## src/sv/hcpw_pkg.sv

```systemverilog
package hcpw_pkg;

  // Curve limits
  localparam int MAX_ORDER   = 6;
  localparam int MAX_SEGMENT = 256;

  // Field widths
  localparam int ORDER_W = $clog2(MAX_ORDER + 1);
  localparam int LVL_W   = (MAX_ORDER > 1) ? $clog2(MAX_ORDER) : 1;
  localparam int DIG_W   = 2 * MAX_ORDER;
  localparam int LEN_W   = 9;
  localparam int COORD_W = 10;
  localparam int COLOR_W = 4;
  localparam int CFG_IDX_W  = 3;
  localparam int CFG_DATA_W = 10;

  // Configuration register indexes
  localparam logic [CFG_IDX_W-1:0] REG_CURVE_ORDER    = 3'd0;
  localparam logic [CFG_IDX_W-1:0] REG_SEGMENT_LENGTH = 3'd1;
  localparam logic [CFG_IDX_W-1:0] REG_START_X        = 3'd2;
  localparam logic [CFG_IDX_W-1:0] REG_START_Y        = 3'd3;
  localparam logic [CFG_IDX_W-1:0] REG_DRAW_COLOR     = 3'd4;

  // Reset values of the registers
  localparam logic [ORDER_W-1:0] ORDER_RST  = ORDER_W'(1);
  localparam logic [LEN_W-1:0]   LENGTH_RST = LEN_W'(4);
  localparam logic [COLOR_W-1:0] COLOR_RST  = COLOR_W'(1);

  typedef logic [1:0] pat_t;
  typedef logic [1:0] move_t;

  // Curve patterns
  localparam pat_t PAT_A = 2'd0;
  localparam pat_t PAT_B = 2'd1;
  localparam pat_t PAT_C = 2'd2;
  localparam pat_t PAT_D = 2'd3;

  // Pen moves
  localparam move_t MV_LEFT  = 2'd0;
  localparam move_t MV_UP    = 2'd1;
  localparam move_t MV_RIGHT = 2'd2;
  localparam move_t MV_DOWN  = 2'd3;

  // Sub-pattern at a given digit of a pattern
  function automatic pat_t child_pat(input pat_t pat, input logic [1:0] dig);
    pat_t res;
    res = PAT_A;
    case ({pat, dig})
      {PAT_A, 2'd0}: res = PAT_D;
      {PAT_A, 2'd1}: res = PAT_A;
      {PAT_A, 2'd2}: res = PAT_A;
      {PAT_A, 2'd3}: res = PAT_B;
      {PAT_B, 2'd0}: res = PAT_C;
      {PAT_B, 2'd1}: res = PAT_B;
      {PAT_B, 2'd2}: res = PAT_B;
      {PAT_B, 2'd3}: res = PAT_A;
      {PAT_C, 2'd0}: res = PAT_B;
      {PAT_C, 2'd1}: res = PAT_C;
      {PAT_C, 2'd2}: res = PAT_C;
      {PAT_C, 2'd3}: res = PAT_D;
      {PAT_D, 2'd0}: res = PAT_A;
      {PAT_D, 2'd1}: res = PAT_D;
      {PAT_D, 2'd2}: res = PAT_D;
      default:       res = PAT_C;
    endcase
    return res;
  endfunction

  // Connecting move after a given digit of a pattern (digit 0..2)
  function automatic move_t move_dir(input pat_t pat, input logic [1:0] dig);
    move_t res;
    res = MV_LEFT;
    case ({pat, dig})
      {PAT_A, 2'd0}: res = MV_LEFT;
      {PAT_A, 2'd1}: res = MV_UP;
      {PAT_A, 2'd2}: res = MV_RIGHT;
      {PAT_B, 2'd0}: res = MV_DOWN;
      {PAT_B, 2'd1}: res = MV_RIGHT;
      {PAT_B, 2'd2}: res = MV_UP;
      {PAT_C, 2'd0}: res = MV_RIGHT;
      {PAT_C, 2'd1}: res = MV_DOWN;
      {PAT_C, 2'd2}: res = MV_LEFT;
      {PAT_D, 2'd0}: res = MV_UP;
      {PAT_D, 2'd1}: res = MV_LEFT;
      {PAT_D, 2'd2}: res = MV_DOWN;
      default:       res = MV_LEFT;
    endcase
    return res;
  endfunction

endpackage

```

## src/sv/hilbert_curve_pixel_walker.sv

```systemverilog
// Hilbert curve pixel walker. Every input beat gives exactly one output beat,
// in the cycle after it is taken, and a new beat is taken every clock while the
// output side is not stalled: the rate is one pixel per clock, set by the
// update of the segment digit counter and the six-level pattern decode that
// picks the pen move. A beat with in_restart high loads the pen from
// start_x/start_y, latches curve_order and segment_length and gives a beat
// with pixel_valid 0; further beats each step the pen by one pixel. The last
// pixel of the curve carries is_last, and beats after it give pixel_valid 0
// until the next restart. The result sits in an output register; in_stall is
// high while that register holds a beat the consumer has not taken.
module hilbert_curve_pixel_walker (
  input  logic                            clk,
  input  logic                            rst_n,
  // configuration
  input  logic                            cfg_we,
  input  logic [hcpw_pkg::CFG_IDX_W-1:0]  cfg_index,
  input  logic [hcpw_pkg::CFG_DATA_W-1:0] cfg_wdata,
  // input channel
  input  logic                            in_valid,
  output logic                            in_stall,
  input  logic                            in_restart,
  // result channel
  output logic                            out_valid,
  input  logic                            out_stall,
  output logic [hcpw_pkg::COORD_W-1:0]    out_pixel_x,
  output logic [hcpw_pkg::COORD_W-1:0]    out_pixel_y,
  output logic [hcpw_pkg::COLOR_W-1:0]    out_pixel_color,
  output logic                            out_pixel_valid,
  output logic                            out_is_last
);
  import hcpw_pkg::*;

  // configuration registers
  logic [ORDER_W-1:0] curve_order_r;
  logic [LEN_W-1:0]   segment_length_r;
  logic [COORD_W-1:0] start_x_r;
  logic [COORD_W-1:0] start_y_r;
  logic [COLOR_W-1:0] draw_color_r;

  // walk state
  logic [DIG_W-1:0]   seg_r;
  logic [LEN_W-1:0]   step_r;
  logic [COORD_W-1:0] pos_x_r;
  logic [COORD_W-1:0] pos_y_r;
  logic               done_r;
  logic [ORDER_W-1:0] run_order_r;
  logic [LEN_W-1:0]   run_len_r;

  // output register
  logic               out_valid_r;
  logic [COORD_W-1:0] out_x_r;
  logic [COORD_W-1:0] out_y_r;
  logic [COLOR_W-1:0] out_color_r;
  logic               out_pv_r;
  logic               out_last_r;

  // next-state values
  logic [DIG_W-1:0]   seg_nxt;
  logic [LEN_W-1:0]   step_nxt;
  logic [COORD_W-1:0] pos_x_nxt;
  logic [COORD_W-1:0] pos_y_nxt;
  logic               done_nxt;
  logic [ORDER_W-1:0] run_order_nxt;
  logic [LEN_W-1:0]   run_len_nxt;
  logic               last_nxt;
  logic               pv_nxt;

  logic               in_acc;
  logic [LVL_W-1:0]   lvl;
  logic               found;
  pat_t               pat;
  logic [1:0]         dig;
  move_t              mv;
  logic [DIG_W-1:0]   seg_mask;
  logic [DIG_W-1:0]   seg_inc;
  logic [LEN_W-1:0]   step_inc;

  assign in_stall = out_valid_r && out_stall;
  assign in_acc   = in_valid && !in_stall;

  // configuration writes
  always_ff @(posedge clk) begin
    if (!rst_n) begin
      curve_order_r    <= ORDER_RST;
      segment_length_r <= LENGTH_RST;
      start_x_r        <= '0;
      start_y_r        <= '0;
      draw_color_r     <= COLOR_RST;
    end else if (cfg_we) begin
      case (cfg_index)
        REG_CURVE_ORDER:    curve_order_r    <= cfg_wdata[ORDER_W-1:0];
        REG_SEGMENT_LENGTH: segment_length_r <= cfg_wdata[LEN_W-1:0];
        REG_START_X:        start_x_r        <= cfg_wdata[COORD_W-1:0];
        REG_START_Y:        start_y_r        <= cfg_wdata[COORD_W-1:0];
        REG_DRAW_COLOR:     draw_color_r     <= cfg_wdata[COLOR_W-1:0];
        default: ;
      endcase
    end
  end

  // lowest level whose digit is not three picks the connecting move
  always_comb begin
    lvl   = LVL_W'(run_order_r - ORDER_W'(1));
    found = 1'b0;
    for (int k = 0; k < MAX_ORDER - 1; k++) begin
      if (!found && (ORDER_W'(k + 1) < run_order_r) && (seg_r[2*k +: 2] != 2'd3)) begin
        lvl   = LVL_W'(k);
        found = 1'b1;
      end
    end
  end

  // descend the pattern tree from the top level down to just above lvl
  always_comb begin
    pat = PAT_A;
    for (int k = MAX_ORDER - 1; k >= 0; k--) begin
      if ((ORDER_W'(k) < run_order_r) && (LVL_W'(k) > lvl)) begin
        pat = child_pat(pat, seg_r[2*k +: 2]);
      end
    end
    dig = seg_r[{lvl, 1'b0} +: 2];
    if (dig == 2'd3) begin
      dig = 2'd2;
    end
    mv = move_dir(pat, dig);
  end

  // digits in use for the latched order
  always_comb begin
    for (int k = 0; k < MAX_ORDER; k++) begin
      seg_mask[2*k +: 2] = (ORDER_W'(k) < run_order_r) ? 2'b11 : 2'b00;
    end
  end

  assign seg_inc  = seg_r + DIG_W'(1);
  assign step_inc = step_r + LEN_W'(1);

  // next walk state and result
  always_comb begin
    seg_nxt       = seg_r;
    step_nxt      = step_r;
    pos_x_nxt     = pos_x_r;
    pos_y_nxt     = pos_y_r;
    done_nxt      = done_r;
    run_order_nxt = run_order_r;
    run_len_nxt   = run_len_r;
    last_nxt      = 1'b0;
    pv_nxt        = 1'b0;
    if (in_restart) begin
      seg_nxt   = '0;
      step_nxt  = '0;
      pos_x_nxt = start_x_r;
      pos_y_nxt = start_y_r;
      done_nxt  = 1'b0;
      if (curve_order_r == '0) begin
        run_order_nxt = ORDER_W'(1);
      end else if (curve_order_r > ORDER_W'(MAX_ORDER)) begin
        run_order_nxt = ORDER_W'(MAX_ORDER);
      end else begin
        run_order_nxt = curve_order_r;
      end
      if (segment_length_r == '0) begin
        run_len_nxt = LEN_W'(1);
      end else if (segment_length_r > LEN_W'(MAX_SEGMENT)) begin
        run_len_nxt = LEN_W'(MAX_SEGMENT);
      end else begin
        run_len_nxt = segment_length_r;
      end
    end else if (!done_r) begin
      pv_nxt = 1'b1;
      case (mv)
        MV_LEFT:  pos_x_nxt = pos_x_r - COORD_W'(1);
        MV_RIGHT: pos_x_nxt = pos_x_r + COORD_W'(1);
        MV_UP:    pos_y_nxt = pos_y_r - COORD_W'(1);
        default:  pos_y_nxt = pos_y_r + COORD_W'(1);
      endcase
      if (step_inc >= run_len_r) begin
        step_nxt = '0;
        seg_nxt  = seg_inc;
        if ((seg_inc & seg_mask) == seg_mask) begin
          last_nxt = 1'b1;
          done_nxt = 1'b1;
        end
      end else begin
        step_nxt = step_inc;
      end
    end
  end

  // walk state registers
  always_ff @(posedge clk) begin
    if (!rst_n) begin
      seg_r       <= '0;
      step_r      <= '0;
      pos_x_r     <= '0;
      pos_y_r     <= '0;
      done_r      <= 1'b1;
      run_order_r <= ORDER_RST;
      run_len_r   <= LENGTH_RST;
    end else if (in_acc) begin
      seg_r       <= seg_nxt;
      step_r      <= step_nxt;
      pos_x_r     <= pos_x_nxt;
      pos_y_r     <= pos_y_nxt;
      done_r      <= done_nxt;
      run_order_r <= run_order_nxt;
      run_len_r   <= run_len_nxt;
    end
  end

  // output register
  always_ff @(posedge clk) begin
    if (!rst_n) begin
      out_valid_r <= 1'b0;
    end else if (in_acc) begin
      out_valid_r <= 1'b1;
    end else if (!out_stall) begin
      out_valid_r <= 1'b0;
    end
  end

  always_ff @(posedge clk) begin
    if (in_acc) begin
      out_x_r     <= pv_nxt ? pos_x_nxt : '0;
      out_y_r     <= pv_nxt ? pos_y_nxt : '0;
      out_color_r <= pv_nxt ? draw_color_r : '0;
      out_pv_r    <= pv_nxt;
      out_last_r  <= last_nxt;
    end
  end

  assign out_valid       = out_valid_r;
  assign out_pixel_x     = out_x_r;
  assign out_pixel_y     = out_y_r;
  assign out_pixel_color = out_color_r;
  assign out_pixel_valid = out_pv_r;
  assign out_is_last     = out_last_r;

  // checks
  a_done_step_clear: assert property (@(posedge clk) disable iff (!rst_n)
    done_r |-> (step_r == '0))
    else $error("walk idle with a partial segment");

  a_step_in_range: assert property (@(posedge clk) disable iff (!rst_n)
    step_r < run_len_r)
    else $error("step count reached the segment length");

  a_order_range: assert property (@(posedge clk) disable iff (!rst_n)
    (run_order_r != '0) && (run_order_r <= ORDER_W'(MAX_ORDER)))
    else $error("latched order out of range");

  a_unused_digits: assert property (@(posedge clk) disable iff (!rst_n)
    (seg_r & ~seg_mask) == '0)
    else $error("digit set above the curve order");

  a_last_is_pixel: assert property (@(posedge clk) disable iff (!rst_n)
    (out_valid_r && out_last_r) |-> out_pv_r)
    else $error("last flag on a beat without a pixel");

endmodule
```

## config.mk

```make
export PLATFORM = sky130hd
export DESIGN_NAME = hilbert_curve_pixel_walker
export DESIGN_NICKNAME = d
export VERILOG_FILES = /design/src/sv/hcpw_pkg.sv /design/src/sv/hilbert_curve_pixel_walker.sv
export SDC_FILE = /design/constraint.sdc
export NUM_CORES = 1
export LEC_CHECK = 0
export ABC_CLOCK_PERIOD_IN_PS = 5740
export BUFFER_PORTS_ARGS = -buffer_cell sky130_fd_sc_hd__buf_2
export CORE_ASPECT_RATIO = 1.75
export CORE_MARGIN = 1.5
export CORE_UTILIZATION = 56
export DETAILED_ROUTE_END_ITERATION = 10
export PLACE_DENSITY = 0.78
export SYNTH_ARGS = -nofsm -noshare
export SYNTH_HDL_FRONTEND = slang
export SYNTH_SLANG_ARGS = --single-unit
```

## constraint.sdc

```tcl
create_clock -name clk -period 5.74 [get_ports clk]
set_input_delay 0.574 -clock clk [delete_from_list [all_inputs] [get_ports clk]]
set_output_delay 0.574 -clock clk [all_outputs]
set_load 0.01 [all_outputs]
```

==> key figures <==
Run status
  • Run status: finished, final reports clean

Logic synthesis
  • Total number of yosys warnings: 0
  • Post-synthesis sequential area ratio: 36.1%
  • Seq cells post-synth: 117
  • EDFF count, synth: 26
  • Synth Flop Type: dfxtp_1
  • Post-synthesis instance total: 869
  • Post-Syn Area per Cell: 8.29 um^2
  • FFs w/ async S/R, synth: 0%
  • Post-synth cell types: 80
  • Area contributors post-synth: dfxtp_1 (25%), edfxtp_1 (11%), ha_1 (7.3%)
  • Synth top cells by count: nand2_1 (128), a21oi_1 (100), dfxtp_1 (91)
  • Yosys top cell by area: dfxtp_1
  • Area share of the largest cell type after synthesis: 25.3%
  • Most frequent cell after synthesis: nand2_1
  • Post-Syn Nets: 932
  • Post-Syn Area: 7210 um^2

Clock network
  • Clock Tree Root: clkbuf_16
  • Sink Count: 117
  • Clock Latency Late Sink: 0.42 ns
  • CTS tree: done
  • CTS buffer count: 17
  • Worst-case clock buffer depth: 2
  • H-tree levels: 4
  • Cts hold-fix bufs: 0
  • Worst-path clk slew: 0.06 ns

Critical path
  • Setup CP Type: reg2reg
  • CP max stage delay: 0.43 ns
  • Worst Path Buf+Inv: 0
  • Worst setup SP type: register
  • Crit. End Element: register
  • CP Cell Sequence: ha_1, o21bai_2, a211oi_4, or3_4, o221a_2, o21ba_1, a211o_1, nand2_1, mux2i_2, xnor2_2, nand2_2, ha_1, a21o_1, a21oi_2, o21ai_0, a21oi_1, o21a_1, o21a_1, a211oi_1, nor4_1, mux2_2, or3_1, a21oi_1
  • CP max-delay cell: or3_4
  • Worst R2R Setup Slack: around 0.3 ns
  • Top Family by Delay on Critical Path: compound AO/OA/AOI/OAI gates
  • Req. time, crit path: 5.99 ns
  • CP max FO: 5
  • Crit path arrival time: 5.70 ns

STA
  • WHS: 0.386 ns
  • Final setup fails: 0
  • Max frequency: 0.184 GHz
  • Slew of the pin with the lowest slew margin: 0.931 ns
  • Final setup TNS: 0 ns
  • Final period util: between 90% and 100%
  • Final Hold Viols: 0
  • Final min period: 5.44 ns
  • Max_slew headroom: 37.9%
  • Max-slew violation count: 0
  • Layout Skew: 0.0103 ns

Placement
  • Routability cong.: 1.01
  • Dpl hpwl: between 10,000 and 15,000 um
  • Port bufs: 46
  • Placed Instances: 1,087
  • Placed cell areas: 7810 um^2

Drt
  • DR iter-0 viols: 348
  • Total routed wirelength: about 20,000 um
  • Post-route antenna net violation count: 0
  • Drt wl/cell: 17.9 um
  • Via density: 6.08
  • DRC: 0
  • DR vias: 6,806
  • Pre-antenna DRT Iters: 5

Floorplanning
  • Die Ht: around 150 um
  • Area of the core: ~12,000 um^2
  • IO Pins: 47
  • Die width: 88.7 um
  • Die area: 13,600 um^2
  • Initial Util: 57.6%
  • Cell Rows: 54

Cells and area
  • Area growth syn-to-layout: 18.6%
  • Ant diodes: 0
  • Reg area: ~2600 um^2
  • Layout cells sized above 1: approximately 18%
  • Design area: 8540 um^2
  • Area of the multi-input gates: 4340 um^2
  • Final #Nets: 1,001
  • Final Non-Filler Cells: 1,119
  • Fill cells: 1,008
  • Final Util: 68.3%

Pwr
  • Logic pwr share: roughly 14%
  • Sequential share of power: 38.7%
  • P_leak: 3.37 nW
  • NetSw: 627 uW
  • Sw frac: about 28%
  • Clock power frac: 47.4%
  • Power Dens Cells: 265 nW/um^2
  • P_int: 1.64 mW
  • Peak supply drop: 0.000222 V

Flow run
  • Max cap viols: 0

Global routing
  • Overall Global Routing Usage: 30.3%
  • Vias in the first global route: between 6,000 and 7,000
  • First-pass GRT wire length: approximately 32,000 um
  • Initial antenna violation count: 0
  • Total gr overflow: 0
  • Pin count of the biggest net entering global routing: 61

Min path
  • Worst Hold Class: in2reg
-- stage by stage --
step,total power [mW],setup WS [ns]
after detailed placement,1.20,0.136
after CTS,2.27,0.0825
after global routing,2.35,-0.0125
after global placement,1.19,0.270
after floorplan,1.09,0.0568
final,2.27,0.295
-- cell type report --
type | instances | share of cell area (%)
Clock buffer | 17 | 4.98
Clock inverter | 15 | 1.99
Inverter | 41 | 1.80
Multi-Input combinational cell | 664 | 50.8
Sequential cell | 117 | 30.6
Tap cell | 168 | 2.46
Timing Repair Buffer | 97 | 7.37
-- power groups by stage --
stage / clock (mW) / combinational (mW) / sequential (mW)
global route: 1.13 / 0.342 / 0.880
CTS: 1.08 / 0.305 / 0.877
floorplan: 0 / 0.195 / 0.896
global placement: 0 / 0.297 / 0.895
detailed placement: 0 / 0.302 / 0.895
finish: 1.07 / 0.315 / 0.877
-- routing by layer --
| metal | GRT usage (%) | part of all wire, % |
|---|---|---|
| met2 | 54.0 | 53 |
| met3 | 5.45 | 4.8 |
| met4 | 18.3 | 5.3 |
| met5 | 0 | 0 |
| met1 | 31.8 | 37 |
-- path summary, 6_finish.rpt --
check | start | to | cells past startpoint
min reg2reg | start_x_r[9] | start_x_r[9] | 2
min | in_valid | out_valid | 2
max reg2reg | seg_r[6] | out_pixel_x[9] | 23
max | seg_r[6] | out_pixel_x[9] | 23
-- layout by cell type, fill, tap and decap left out, types with 5 or more instances in the layout --
cell	count
a211oi_1	5
a21o_1	15
a21oi_1	99
a31oi_1	5
and2_1	8
and3_1	6
buf_2	46
buf_4	49
clkbuf_16	17
dfxtp_1	86
edfxtp_1	26
ha_1	39
inv_1	40
inv_6	5
mux2i_1	13
nand2_1	126
nand2b_1	5
nand3_1	55
nand4_1	12
nor2_1	45
nor3_1	15
nor3b_1	7
nor4_1	5
o2111ai_1	5
o211ai_1	12
o21a_1	17
o21ai_0	34
o311ai_0	6
or3_1	7
xnor2_1	28
xor2_1	11
-- worst reg2reg max path, stage by stage, from the launching register on --
cell      delay (ns)
dfxtp_1         0.41
ha_1            0.20
o21bai_2        0.16
a211oi_4        0.11
or3_4           0.43
o221a_2         0.33
o21ba_1         0.19
a211o_1         0.24
nand2_1         0.10
mux2i_2         0.27
xnor2_2         0.18
nand2_2         0.14
ha_1            0.31
a21o_1          0.21
a21oi_2         0.16
o21ai_0         0.09
a21oi_1         0.19
o21a_1          0.19
o21a_1          0.17
a211oi_1        0.06
nor4_1          0.31
mux2_2          0.40
or3_1           0.31
a21oi_1         0.14
-- logic make-up after synthesis --
group	after synthesis	synth area share, %
flip-flops	117	36.1
AO/OA/AOI/OAI	242	21.5
buffers and inverters	88	5.30
AND/OR/NAND/NOR	317	20.8
XOR/XNOR	45	6.15
multiplexers	16	2.31
adder cells (fa/ha/maj)	44	7.85
-- flip-flops by register name, indices dropped and copies added (netlist names) --
register	cells
run_order_r	3
out_valid	1
out_is_last	1
out_pixel_valid	1
start_x_r	10
pos_y_r	10
done_r	1
out_pixel_y	10
seg_r	12
pos_x_r	10
out_pixel_color	4
start_y_r	10
draw_color_r	4
step_r	9
segment_length_r	9
curve_order_r	3
run_len_r	9
out_pixel_x	10
-- what timing repair did --
action / in CTS / in global routing
resized for setup: 0 / 29
buffers inserted: 0 / 0
hold endpoints to repair: 0 / 0
endpoints found under the setup margin: 0 / 4
Note: power is estimated with default switching activity, not from simulation.
